$ cat src/hw/rtl/multilevel_feedback_scheduler_macros.svh
// Assertion macros for the multilevel feedback scheduler.
`ifndef MULTILEVEL_FEEDBACK_SCHEDULER_MACROS_SVH
`define MULTILEVEL_FEEDBACK_SCHEDULER_MACROS_SVH
// Implication checked every clock, quiet during reset.
`define MFS_ASSERT_IMP(label, ante, cons, msg) \
  label: assert property (@(posedge clk) disable iff (rst) (ante) |-> (cons)) \
    else $error(msg);
// Next-cycle implication, quiet during reset.
`define MFS_ASSERT_NXT(label, ante, cons, msg) \
  label: assert property (@(posedge clk) disable iff (rst) (ante) |=> (cons)) \
    else $error(msg);
`endif

$ cat src/hw/rtl/mfs_pkg.sv
// Shared types and codes of the multilevel feedback scheduler.
package mfs_pkg;
  localparam logic [2:0] EV_STAYED   = 3'd0;
  localparam logic [2:0] EV_DEMOTED  = 3'd1;
  localparam logic [2:0] EV_EXITED   = 3'd2;
  localparam logic [2:0] EV_BOOSTED  = 3'd3;
  localparam logic [2:0] EV_ADMITTED = 3'd4;
  localparam logic [2:0] EV_NONE     = 3'd5;
  localparam logic       CMD_ADMIT   = 1'b0;
  localparam logic [1:0] OUT_YIELD   = 2'd0;
  localparam logic [1:0] OUT_FULL    = 2'd1;
  localparam int unsigned REG_LEVELS = 0;
  localparam int unsigned REG_BOOST  = 1;

  // Commands from controller to datapath.
  typedef struct packed {
    logic load;     // capture input beat
    logic sel;      // pick highest non-empty level
    logic pop;      // pop head of cur level
    logic push;     // push admitted id or head of cur level
    logic emit;     // load output register
    logic bsel;     // pick next drain level
    logic boost_clr;
  } mfs_cmd_t;

  // Status from datapath to controller.
  typedef struct packed {
    logic is_admit;
    logic admit_ok;
    logic found;
    logic bfound;
    logic boost_due;
    logic out_busy;
  } mfs_stat_t;
endpackage

$ cat src/hw/rtl/mfs_if.sv
// Valid/ready channel interfaces of the scheduler.
interface mfs_in_if;
  logic       valid;
  logic       ready;
  logic       cmd;
  logic [3:0] proc_id;
  logic [1:0] slice_outcome;
  modport source (output valid, cmd, proc_id, slice_outcome, input ready);
  modport sink (input valid, cmd, proc_id, slice_outcome, output ready);
endinterface

interface mfs_out_if;
  logic       valid;
  logic       ready;
  logic [2:0] event_kind;
  logic [3:0] proc_id_out;
  logic [3:0] level_out;
  logic       last_of_run;
  modport source (output valid, event_kind, proc_id_out, level_out, last_of_run,
                  input ready);
  modport sink (input valid, event_kind, proc_id_out, level_out, last_of_run,
                output ready);
endinterface

$ cat src/hw/rtl/mfs_ctrl.sv
// Sequencing controller of the scheduler.
module mfs_ctrl (
  input  logic               clk,
  input  logic               rst,
  input  logic               in_valid,
  output logic               in_ready,
  input  mfs_pkg::mfs_stat_t stat,
  output mfs_pkg::mfs_cmd_t  cmd
);
  import mfs_pkg::*;
  `include "multilevel_feedback_scheduler_macros.svh"

  localparam logic [2:0] S_IDLE  = 3'd0;
  localparam logic [2:0] S_DEC   = 3'd1;
  localparam logic [2:0] S_RUN   = 3'd2;
  localparam logic [2:0] S_BSEL  = 3'd3;
  localparam logic [2:0] S_BMOVE = 3'd4;

  logic [2:0] state, state_next;

  always_comb begin
    state_next = state;
    cmd = '0;
    in_ready = 1'b0;
    case (state)
      S_IDLE: begin
        in_ready = 1'b1;
        if (in_valid) begin
          cmd.load = 1'b1;
          state_next = S_DEC;
        end
      end
      S_DEC: begin
        if (stat.is_admit) begin
          if (!stat.admit_ok) state_next = S_IDLE;
          else if (!stat.out_busy) begin
            cmd.push = 1'b1;
            cmd.emit = 1'b1;
            state_next = S_IDLE;
          end
        end else begin
          cmd.sel = 1'b1;
          state_next = S_RUN;
        end
      end
      S_RUN: begin
        if (!stat.out_busy) begin
          cmd.emit = 1'b1;
          if (stat.found) begin
            cmd.pop = 1'b1;
            cmd.push = 1'b1;
          end
          if (stat.boost_due) begin
            cmd.boost_clr = 1'b1;
            cmd.bsel = 1'b1;
            state_next = S_BSEL;
          end else state_next = S_IDLE;
        end
      end
      S_BSEL: begin
        if (stat.bfound) state_next = S_BMOVE;
        else state_next = S_IDLE;
      end
      S_BMOVE: begin
        if (!stat.out_busy) begin
          cmd.pop = 1'b1;
          cmd.push = 1'b1;
          cmd.emit = 1'b1;
          cmd.bsel = 1'b1;
          state_next = S_BSEL;
        end
      end
      default: state_next = S_IDLE;
    endcase
  end

  always_ff @(posedge clk) begin
    if (rst) state <= S_IDLE;
    else state <= state_next;
  end

  `MFS_ASSERT_IMP(a_emit_free, cmd.emit, !stat.out_busy, "emit into busy output")
  `MFS_ASSERT_NXT(a_load_dec, cmd.load, state == S_DEC, "load did not decode")
  `MFS_ASSERT_IMP(a_ready_idle, in_ready, !cmd.push && !cmd.pop, "queue op while ready")
endmodule

$ cat src/hw/rtl/mfs_dp.sv
// Queue datapath of the scheduler: links, heads, tails, counts, output.
module mfs_dp #(
  parameter int MAX_PROCS  = 16,
  parameter int MAX_LEVELS = 8
) (
  input  logic              clk,
  input  logic              rst,
  input  logic              in_cmd,
  input  logic [3:0]        in_pid,
  input  logic [1:0]        in_outcome,
  input  logic [3:0]        levels_in_use,
  input  logic [15:0]       boost_period,
  input  mfs_pkg::mfs_cmd_t cmd,
  output mfs_pkg::mfs_stat_t stat,
  output logic              out_valid,
  input  logic              out_ready,
  output logic [2:0]        event_kind,
  output logic [3:0]        proc_id_out,
  output logic [3:0]        level_out,
  output logic              last_of_run
);
  import mfs_pkg::*;
  `include "multilevel_feedback_scheduler_macros.svh"

  localparam int LW = (MAX_LEVELS > 1) ? $clog2(MAX_LEVELS) : 1;
  localparam int CW = $clog2(MAX_PROCS + 1);

  logic [3:0]  next_link [MAX_PROCS];
  logic [3:0]  level_head [MAX_LEVELS];
  logic [3:0]  level_tail [MAX_LEVELS];
  logic [CW-1:0] level_count [MAX_LEVELS];
  logic [MAX_PROCS-1:0] queued;
  logic [15:0] boost_counter;

  logic        r_cmd;
  logic [3:0]  r_pid;
  logic [1:0]  r_outcome;
  logic [LW-1:0] cur, dst, top;
  logic        found, bfound;
  logic [3:0]  mv_id;

  // Top index with out-of-range clamping.
  always_comb begin
    if (levels_in_use == 4'd0) top = '0;
    else if (32'(levels_in_use) > MAX_LEVELS) top = LW'(MAX_LEVELS - 1);
    else top = LW'(levels_in_use - 4'd1);
  end

  logic [LW-1:0] hi_lv;
  logic          hi_any;
  always_comb begin
    hi_lv = '0;
    hi_any = 1'b0;
    for (int i = 0; i < MAX_LEVELS; i++) begin
      if (level_count[i] != '0) begin
        hi_lv = LW'(i);
        hi_any = 1'b1;
      end
    end
  end

  logic [15:0] bc_inc;
  assign bc_inc = boost_counter + 16'd1;
  logic pid_ok;
  assign pid_ok = 32'(r_pid) < MAX_PROCS;

  assign stat.is_admit  = (r_cmd == CMD_ADMIT);
  assign stat.admit_ok  = pid_ok && !queued[r_pid[$clog2(MAX_PROCS)-1:0]];
  assign stat.found     = found;
  assign stat.bfound    = bfound;
  assign stat.boost_due = (boost_period != 16'd0) && (bc_inc >= boost_period);
  assign stat.out_busy  = out_valid && !out_ready;

  // Destination and id of the push for this command.
  logic [LW-1:0] push_lv;
  logic [3:0]    push_id;
  logic          retire;
  always_comb begin
    push_lv = top;
    push_id = r_pid;
    retire = 1'b0;
    if (!stat.is_admit) begin
      push_id = mv_id;
      if (bfound) push_lv = top;
      else if (r_outcome == OUT_YIELD) push_lv = cur;
      else if (r_outcome == OUT_FULL) push_lv = (cur != '0) ? cur - LW'(1) : '0;
      else retire = 1'b1;
    end
  end
  assign dst = push_lv;
  assign mv_id = level_head[cur];

  // Push writes the head when the level is empty once the pop lands.
  logic push_en, push_head;
  assign push_en = cmd.push && !retire;
  assign push_head = (level_count[dst] == '0) ||
                     (cmd.pop && dst == cur && level_count[cur] == CW'(1));

  // Occupancy after this cycle's pop and push land; the next drain level is
  // the highest level other than the top that still holds entries.
  logic [MAX_LEVELS-1:0] ne_next;
  logic [LW-1:0]         drain_lv;
  logic                  drain_any_next;
  always_comb begin
    ne_next = '0;
    drain_lv = '0;
    drain_any_next = 1'b0;
    for (int i = 0; i < MAX_LEVELS; i++) begin
      if (push_en && dst == LW'(i)) ne_next[i] = 1'b1;
      else if (cmd.pop && cur == LW'(i)) ne_next[i] = level_count[i] > CW'(1);
      else ne_next[i] = level_count[i] != '0;
      if (ne_next[i] && LW'(i) != top) begin
        drain_lv = LW'(i);
        drain_any_next = 1'b1;
      end
    end
  end

  always_ff @(posedge clk) begin
    if (cmd.load) begin
      r_cmd <= in_cmd;
      r_pid <= in_pid;
      r_outcome <= in_outcome;
      bfound <= 1'b0;
    end
    if (cmd.sel) begin
      cur <= hi_lv;
      found <= hi_any;
    end
    if (cmd.bsel) cur <= drain_lv;
    // Pop then push; a push into a level the pop empties takes the head.
    if (cmd.pop && !(push_en && push_head && dst == cur))
      level_head[cur] <= next_link[mv_id];
    if (push_en) begin
      if (push_head) level_head[dst] <= push_id;
      else next_link[level_tail[dst]] <= push_id;
      level_tail[dst] <= push_id;
    end
    if (cmd.emit) begin
      if (stat.is_admit) begin
        event_kind <= EV_ADMITTED;
        proc_id_out <= r_pid;
        level_out <= 4'(top) + 4'd1;
      end else if (bfound) begin
        event_kind <= EV_BOOSTED;
        proc_id_out <= mv_id;
        level_out <= 4'(top) + 4'd1;
      end else if (!found) begin
        event_kind <= EV_NONE;
        proc_id_out <= 4'd0;
        level_out <= 4'd0;
      end else if (retire) begin
        event_kind <= EV_EXITED;
        proc_id_out <= mv_id;
        level_out <= 4'd0;
      end else begin
        event_kind <= (r_outcome == OUT_YIELD) ? EV_STAYED : EV_DEMOTED;
        proc_id_out <= mv_id;
        level_out <= 4'(dst) + 4'd1;
      end
      // Last beat unless a boost leaves a drain level after this update.
      if (stat.is_admit) last_of_run <= 1'b1;
      else if (bfound || stat.boost_due) last_of_run <= !drain_any_next;
      else last_of_run <= 1'b1;
    end
    if (rst) begin
      out_valid <= 1'b0;
      queued <= '0;
      boost_counter <= '0;
      for (int i = 0; i < MAX_LEVELS; i++) level_count[i] <= '0;
    end else begin
      if (cmd.emit) out_valid <= 1'b1;
      else if (out_ready) out_valid <= 1'b0;
      if (cmd.emit && !stat.is_admit && !bfound)
        boost_counter <= cmd.boost_clr ? 16'd0 : bc_inc;
      if (cmd.bsel) bfound <= drain_any_next;
      for (int i = 0; i < MAX_LEVELS; i++) begin
        level_count[i] <= level_count[i]
          - CW'(cmd.pop && cur == LW'(i))
          + CW'(push_en && dst == LW'(i));
      end
      if (cmd.pop && retire) queued[mv_id[$clog2(MAX_PROCS)-1:0]] <= 1'b0;
      if (push_en) queued[push_id[$clog2(MAX_PROCS)-1:0]] <= 1'b1;
    end
  end

  `MFS_ASSERT_IMP(a_pop_nonempty, cmd.pop, level_count[cur] != '0, "pop of empty level")
  `MFS_ASSERT_NXT(a_emit_valid, cmd.emit, out_valid, "emit lost")
  `MFS_ASSERT_IMP(a_bst_top, cmd.emit && bfound, cur != top, "boost from top level")
endmodule

$ cat src/hw/rtl/multilevel_feedback_scheduler.sv
// Top level of the multilevel feedback queue scheduler.
//
//  channel  dir  handshake        payload
//  in_ch    in   valid/ready      cmd, proc_id, slice_outcome
//  out_ch   out  valid/ready      event_kind, proc_id_out, level_out, last_of_run
//  apb      in   psel/penable     levels_in_use (0x0), boost_period (0x4)
//
// An admit passes the idle and decode states, a run idle, decode and run; a run
// that triggers a boost adds a boost select, plus a move and a select for each
// process moved by the boost, sequenced by the controller over the single queue datapath.
// rst is synchronous: counts, queued flags and the boost counter clear; links
// need no clearing. A stalled output beat holds the sequencer in place.
module multilevel_feedback_scheduler #(
  parameter int MAX_PROCS  = 16,
  parameter int MAX_LEVELS = 8
) (
  input  logic        clk,
  input  logic        rst,
  mfs_in_if.sink      in_ch,
  mfs_out_if.source   out_ch,
  input  logic        psel,
  input  logic        penable,
  input  logic        pwrite,
  input  logic [2:0]  paddr,
  input  logic [31:0] pwdata,
  output logic [31:0] prdata,
  output logic        pready
);
  import mfs_pkg::*;

  logic [3:0]  levels_in_use;
  logic [15:0] boost_period;
  mfs_cmd_t    cmd;
  mfs_stat_t   stat;

  assign pready = 1'b1;

  // Register writes at the access phase.
  always_ff @(posedge clk) begin
    if (rst) begin
      levels_in_use <= 4'd3;
      boost_period <= 16'd100;
    end else if (psel && penable && pwrite) begin
      if (32'(paddr[2]) == REG_LEVELS) levels_in_use <= pwdata[3:0];
      else if (32'(paddr[2]) == REG_BOOST) boost_period <= pwdata[15:0];
    end
  end

  always_comb begin
    prdata = '0;
    case (paddr[2])
      1'b0: prdata = {28'd0, levels_in_use};
      default: prdata = {16'd0, boost_period};
    endcase
  end

  mfs_ctrl u_ctrl (
    .clk(clk), .rst(rst), .in_valid(in_ch.valid), .in_ready(in_ch.ready),
    .stat(stat), .cmd(cmd)
  );

  mfs_dp #(.MAX_PROCS(MAX_PROCS), .MAX_LEVELS(MAX_LEVELS)) u_dp (
    .clk(clk), .rst(rst),
    .in_cmd(in_ch.cmd), .in_pid(in_ch.proc_id), .in_outcome(in_ch.slice_outcome),
    .levels_in_use(levels_in_use), .boost_period(boost_period),
    .cmd(cmd), .stat(stat),
    .out_valid(out_ch.valid), .out_ready(out_ch.ready),
    .event_kind(out_ch.event_kind), .proc_id_out(out_ch.proc_id_out),
    .level_out(out_ch.level_out), .last_of_run(out_ch.last_of_run)
  );
endmodule
$ cat src/flat_wrapper.sv
// flat-port wrapper written by rule: the top's interface ports become plain ports
module multilevel_feedback_scheduler_flat import mfs_pkg::*;
#(
  parameter int MAX_PROCS  = 16,
  parameter int MAX_LEVELS = 8
)
  (clk, rst, psel, penable, pwrite, paddr, pwdata, prdata, pready, in_ch_valid, in_ch_cmd, in_ch_proc_id, in_ch_slice_outcome, in_ch_ready, out_ch_valid, out_ch_event_kind, out_ch_proc_id_out, out_ch_level_out, out_ch_last_of_run, out_ch_ready);
  mfs_in_if in_ch_i ();
  mfs_out_if out_ch_i ();
  input  logic clk;
  input  logic rst;
  input  logic psel;
  input  logic penable;
  input  logic pwrite;
  input  logic [2:0] paddr;
  input  logic [31:0] pwdata;
  output logic [31:0] prdata;
  output logic pready;
  input wire logic [$bits(in_ch_i.valid)-1:0] in_ch_valid;
  input wire logic [$bits(in_ch_i.cmd)-1:0] in_ch_cmd;
  input wire logic [$bits(in_ch_i.proc_id)-1:0] in_ch_proc_id;
  input wire logic [$bits(in_ch_i.slice_outcome)-1:0] in_ch_slice_outcome;
  output wire logic [$bits(in_ch_i.ready)-1:0] in_ch_ready;
  output wire logic [$bits(out_ch_i.valid)-1:0] out_ch_valid;
  output wire logic [$bits(out_ch_i.event_kind)-1:0] out_ch_event_kind;
  output wire logic [$bits(out_ch_i.proc_id_out)-1:0] out_ch_proc_id_out;
  output wire logic [$bits(out_ch_i.level_out)-1:0] out_ch_level_out;
  output wire logic [$bits(out_ch_i.last_of_run)-1:0] out_ch_last_of_run;
  input wire logic [$bits(out_ch_i.ready)-1:0] out_ch_ready;
  assign in_ch_i.valid = in_ch_valid;
  assign in_ch_i.cmd = in_ch_cmd;
  assign in_ch_i.proc_id = in_ch_proc_id;
  assign in_ch_i.slice_outcome = in_ch_slice_outcome;
  assign in_ch_ready = in_ch_i.ready;
  assign out_ch_valid = out_ch_i.valid;
  assign out_ch_event_kind = out_ch_i.event_kind;
  assign out_ch_proc_id_out = out_ch_i.proc_id_out;
  assign out_ch_level_out = out_ch_i.level_out;
  assign out_ch_last_of_run = out_ch_i.last_of_run;
  assign out_ch_i.ready = out_ch_ready;
  multilevel_feedback_scheduler #(.MAX_PROCS(MAX_PROCS), .MAX_LEVELS(MAX_LEVELS)) u_core (.clk(clk), .rst(rst), .in_ch(in_ch_i), .out_ch(out_ch_i), .psel(psel), .penable(penable), .pwrite(pwrite), .paddr(paddr), .pwdata(pwdata), .prdata(prdata), .pready(pready));
endmodule
$ cat config.mk
export PLATFORM = sky130hd
export DESIGN_NAME = multilevel_feedback_scheduler_flat
export DESIGN_NICKNAME = d
export VERILOG_FILES = /design/src/hw/rtl/mfs_pkg.sv /design/src/hw/rtl/mfs_if.sv /design/src/hw/rtl/mfs_ctrl.sv /design/src/hw/rtl/mfs_dp.sv /design/src/hw/rtl/multilevel_feedback_scheduler.sv /design/src/flat_wrapper.sv
export VERILOG_INCLUDE_DIRS = /design/src /design/src/hw/rtl
export SDC_FILE = /design/constraint.sdc
export NUM_CORES = 1
export LEC_CHECK = 0
export BUFFER_PORTS_ARGS = -buffer_cell sky130_fd_sc_hd__buf_2
export CAP_MARGIN = 20
export CORE_MARGIN = 5
export CORE_UTILIZATION = 35
export CTS_CLUSTER_DIAMETER = 100
export CTS_CLUSTER_SIZE = 10
export DETAILED_ROUTE_END_ITERATION = 8
export PLACE_DENSITY_LB_ADDON = 0.2
export REMOVE_ABC_BUFFERS = 1
export SLEW_MARGIN = 20
export SYNTH_ARGS = -nofsm -noshare
export SYNTH_HDL_FRONTEND = slang
export SYNTH_HIERARCHICAL = 1
export SYNTH_SLANG_ARGS = --single-unit
$ cat constraint.sdc
create_clock -name clk -period 8.4 [get_ports clk]
set_input_delay 1.26 -clock clk [delete_from_list [all_inputs] [get_ports clk]]
set_output_delay 1.26 -clock clk [all_outputs]
set_load 0.03 [all_outputs]
==> flow_summary.ini <==
[hold_path]
hold_class = reg2reg

[critical_path]
crit_end = u_core/u_dp/level_count[1][4]
r2r-end = u_core/u_dp/level_count[1][4]
start_kind = register
path_cells = mux4_2 > mux4_2 > inv_1 > and4b_1 > o21bai_1 > a21oi_1 > a21bo_1 > nor4_1 > ha_1 > inv_1 > fa_1 > nor2_1 > nor2_1 > nor2_1 > or3_1 > a21oi_1
cp-startpoint = u_core/u_dp/r_pid[0]
crit_type = reg2reg
cp_top_family = simple AND/OR/NAND/NOR gates
arrival_ps = 5370
rr_startpoint = u_core/u_dp/r_pid[0]
cp_max_fo = 16
cp_num_buf_inv = 2
crit_slowest_cell = nor4_1
cp_slowest_stage_delay_ps = 900
cpMostUsedCell = nor2_1
endpoint_kind = register
r2r_setup_slack_ps = 3450
crit_required_ps = 8820
worstRegToRegCells = 16
cp.depth = 16

[clock_tree]
cts_buffer_depth = 3
cts_tree = yes
holdBufCountCts = 0
h-tree-depth = 1
cts_buffers = 29
clkTransAtPathRegs_ps = 60
cts_resized = 0
cts_setup_buffers = 0
clockRootBuffer = clkbuf_16
clock_sinks = 251
clkLatencyLatePin_ps = 580

[global_route]
grt_pass1_wl_um = 56700
grt_overflow_total = 0
antenna_found_initial = 0
grt_pass1_vias = 10300
grt_max_degree = 82
grtUsageTotal_pct = 14.9

[route]
drt_wl_total_um = 34800
ant_nets = 0
dr.pass1.iters = 5
drt_iter0_drc = 601
vias = 10100
wl_per_cell_um = 17.5
viasPerCell = 5.09
drc_errors = 0

[sta]
rsz0062_at_grt = no
fin_skew_ps = 27.0
clock.fmax_ghz = 0.202
worst_slew_pin_slew_ps = 992
finalCritPeriodShare_pct = 58.9
hold_violations = 0
period_needed_ps = 4950
max_slew_margin_pct = 33.3
fin_tns_setup_ps = 0
slew_viol_final = 0
worst_slack_ps = 3450
setup_viol = 0

[floorplan]
coreArea_um2 = 41000
fp.dieW_um = 214
die_area_um2 = 45800
die_h_um = 214
num_rows = 74
io_pins = 96
initial_core_util_pct = 35.5

[logic_synthesis]
synth_warnings = 6
ys_seq_area_share_pct = 44.9
synth_area_leaders = edfxtp_1, dfxtp_1, ha_1, mux2i_1, nor2_1
synth.distinct_cells = 92
synth_flop_cell = edfxtp_1
synth_edf_count = 151
synthArstFlopShare_pct = 0
avgSynthCellArea_um2 = 10.5
yosys.area.top_type = edfxtp_1
yosysTopAreaCellShare_pct = 31.1
netlist_area_um2 = 14600
synth_common_cells = edfxtp_1, nor2_1, inv_1, dfxtp_1, ha_1
synth_cells = 1386
yosys_register_bits = 251
yosysMostFrequentCell = edfxtp_1

[placement]
preCtsSetupSlack_ps = 3410
hpwlAfterDp_um = 24800
gp_congestion = 0.819
port_buffers = 60

[power]
p_int_w = 0.00245
p_switching_w = 0.00110
vdd_drop_max_v = 0.000152
pwr-share-seq_pct = 41.0
p_sw_share_pct = 31.0
leakagePower_nw = 6.31
p_per_area_nw_per_um2 = 220
clockPowerShare_pct = 32.5
pwr-share-comb_pct = 26.5

[finish]
drive_gt1_share_pct = 14.3
syn_to_final_growth_pct = 10.7
fillers = 4058
diodes = 0
fin_nets = 1588

[run_status]
status = complete, no violations

[flow_run]
max_cap_violations = 0
==> sequential cells by signal, summed over array words and instances (netlist names), 4 cells and up, named ones only <==
register,flops
u_core/u_dp/next_link,64
u_core/levels_in_use,4
u_core/u_dp/queued,16
u_core/boost_period,16
u_core/u_dp/level_count,40
u_core/u_dp/level_tail,32
u_core/u_dp/proc_id_out,4
u_core/u_dp/level_head,32
u_core/u_dp/level_out,4
u_core/u_dp/r_pid,4
u_core/u_dp/boost_counter,16
==> cell type report <==
class                   instances  area, µm²  share of cell area, %
clock inverters                 2       28.8                  0.179
well taps                     532        666                   4.13
clock buffers                  50        805                   4.99
multi-input cells             953       7200                   44.7
flip-flops and latches        251       6540                   40.5
repair buffers                 76        423                   2.62
inverters                     122        458                   2.84
==> worst min path at each step <==
stage,startpoint,endpoint,cells after the start
global route,u_core/u_dp/queued[7],u_core/u_dp/queued[7],2
finish,u_core/u_dp/queued[4],u_core/u_dp/queued[4],2
global placement,u_core/u_dp/queued[1],u_core/u_dp/queued[1],2
floorplan,u_core/u_dp/queued[10],u_core/u_dp/queued[10],2
CTS,u_core/u_dp/queued[12],u_core/u_dp/queued[12],2
detailed placement,u_core/u_dp/queued[12],u_core/u_dp/queued[12],2
==> stage by stage <==
stage / instances / power [W] / hold WS (ps) / utilization [%] / area [µm²]
6_report: 1986 / 0.00355 / 476 / 39.3 / 16100
5_1_grt: 1986 / 0.00375 / 499 / 39.3 / 16100
4_1_cts: 1986 / 0.00360 / 475 / 39.3 / 16100
3_5_place_dp: 1934 / 0.00243 / 467 / 37.2 / 15300
3_3_place_gp: 1934 / 0.00241 / 462 / 37.2 / 15300
2_1_floorplan: 1326 / 0.00214 / 444 / - / 14200
==> routing by layer <==
layer	part of all wire, %	track usage [%]
met3	4.2	2.48
met4	2.0	3.11
met1	48	20.8
met2	46	24.6
met5	0	0
==> cell families after synthesis <==
family	after synthesis	synth area share [%]
and+or+nand+nor	426	15.8
other	2	0.0516
buffers and inverters	197	6.25
xor gates and xnor gates	25	1.50
DFF	251	44.9
AOI/OAI and AO/OA	246	10.6
adders and majority gates	107	9.59
muxes	132	11.3
==> worst min-delay path: stages (launching register included) <==
cell and delay [ps]:
dfxtp_1 300, o21ai_0 60, a21oi_1 60
==> power by group through the flow <==
stage	Combinational (W)	Sequential, W	Clock [W]
global route	0.00104	0.00146	0.00125
floorplan	0.000665	0.00148	0
CTS	0.000949	0.00146	0.00120
detailed placement	0.000944	0.00148	0
finish	0.000941	0.00145	0.00115
global placement	0.000931	0.00148	0
==> cells in the final DEF (no fill, tap or decap), types with 35 or more instances in the layout <==
| cell type | count |
|---|---|
| o21ai_0 | 63 |
| nor3_1 | 35 |
| nor2_1 | 124 |
| buf_2 | 59 |
| dfxtp_1 | 100 |
| edfxtp_1 | 151 |
| inv_1 | 121 |
| a21oi_1 | 74 |
| nand2_1 | 63 |
| mux2i_1 | 69 |
| nand2b_1 | 52 |
| ha_1 | 98 |
Note: power is estimated with default switching activity, not from simulation.
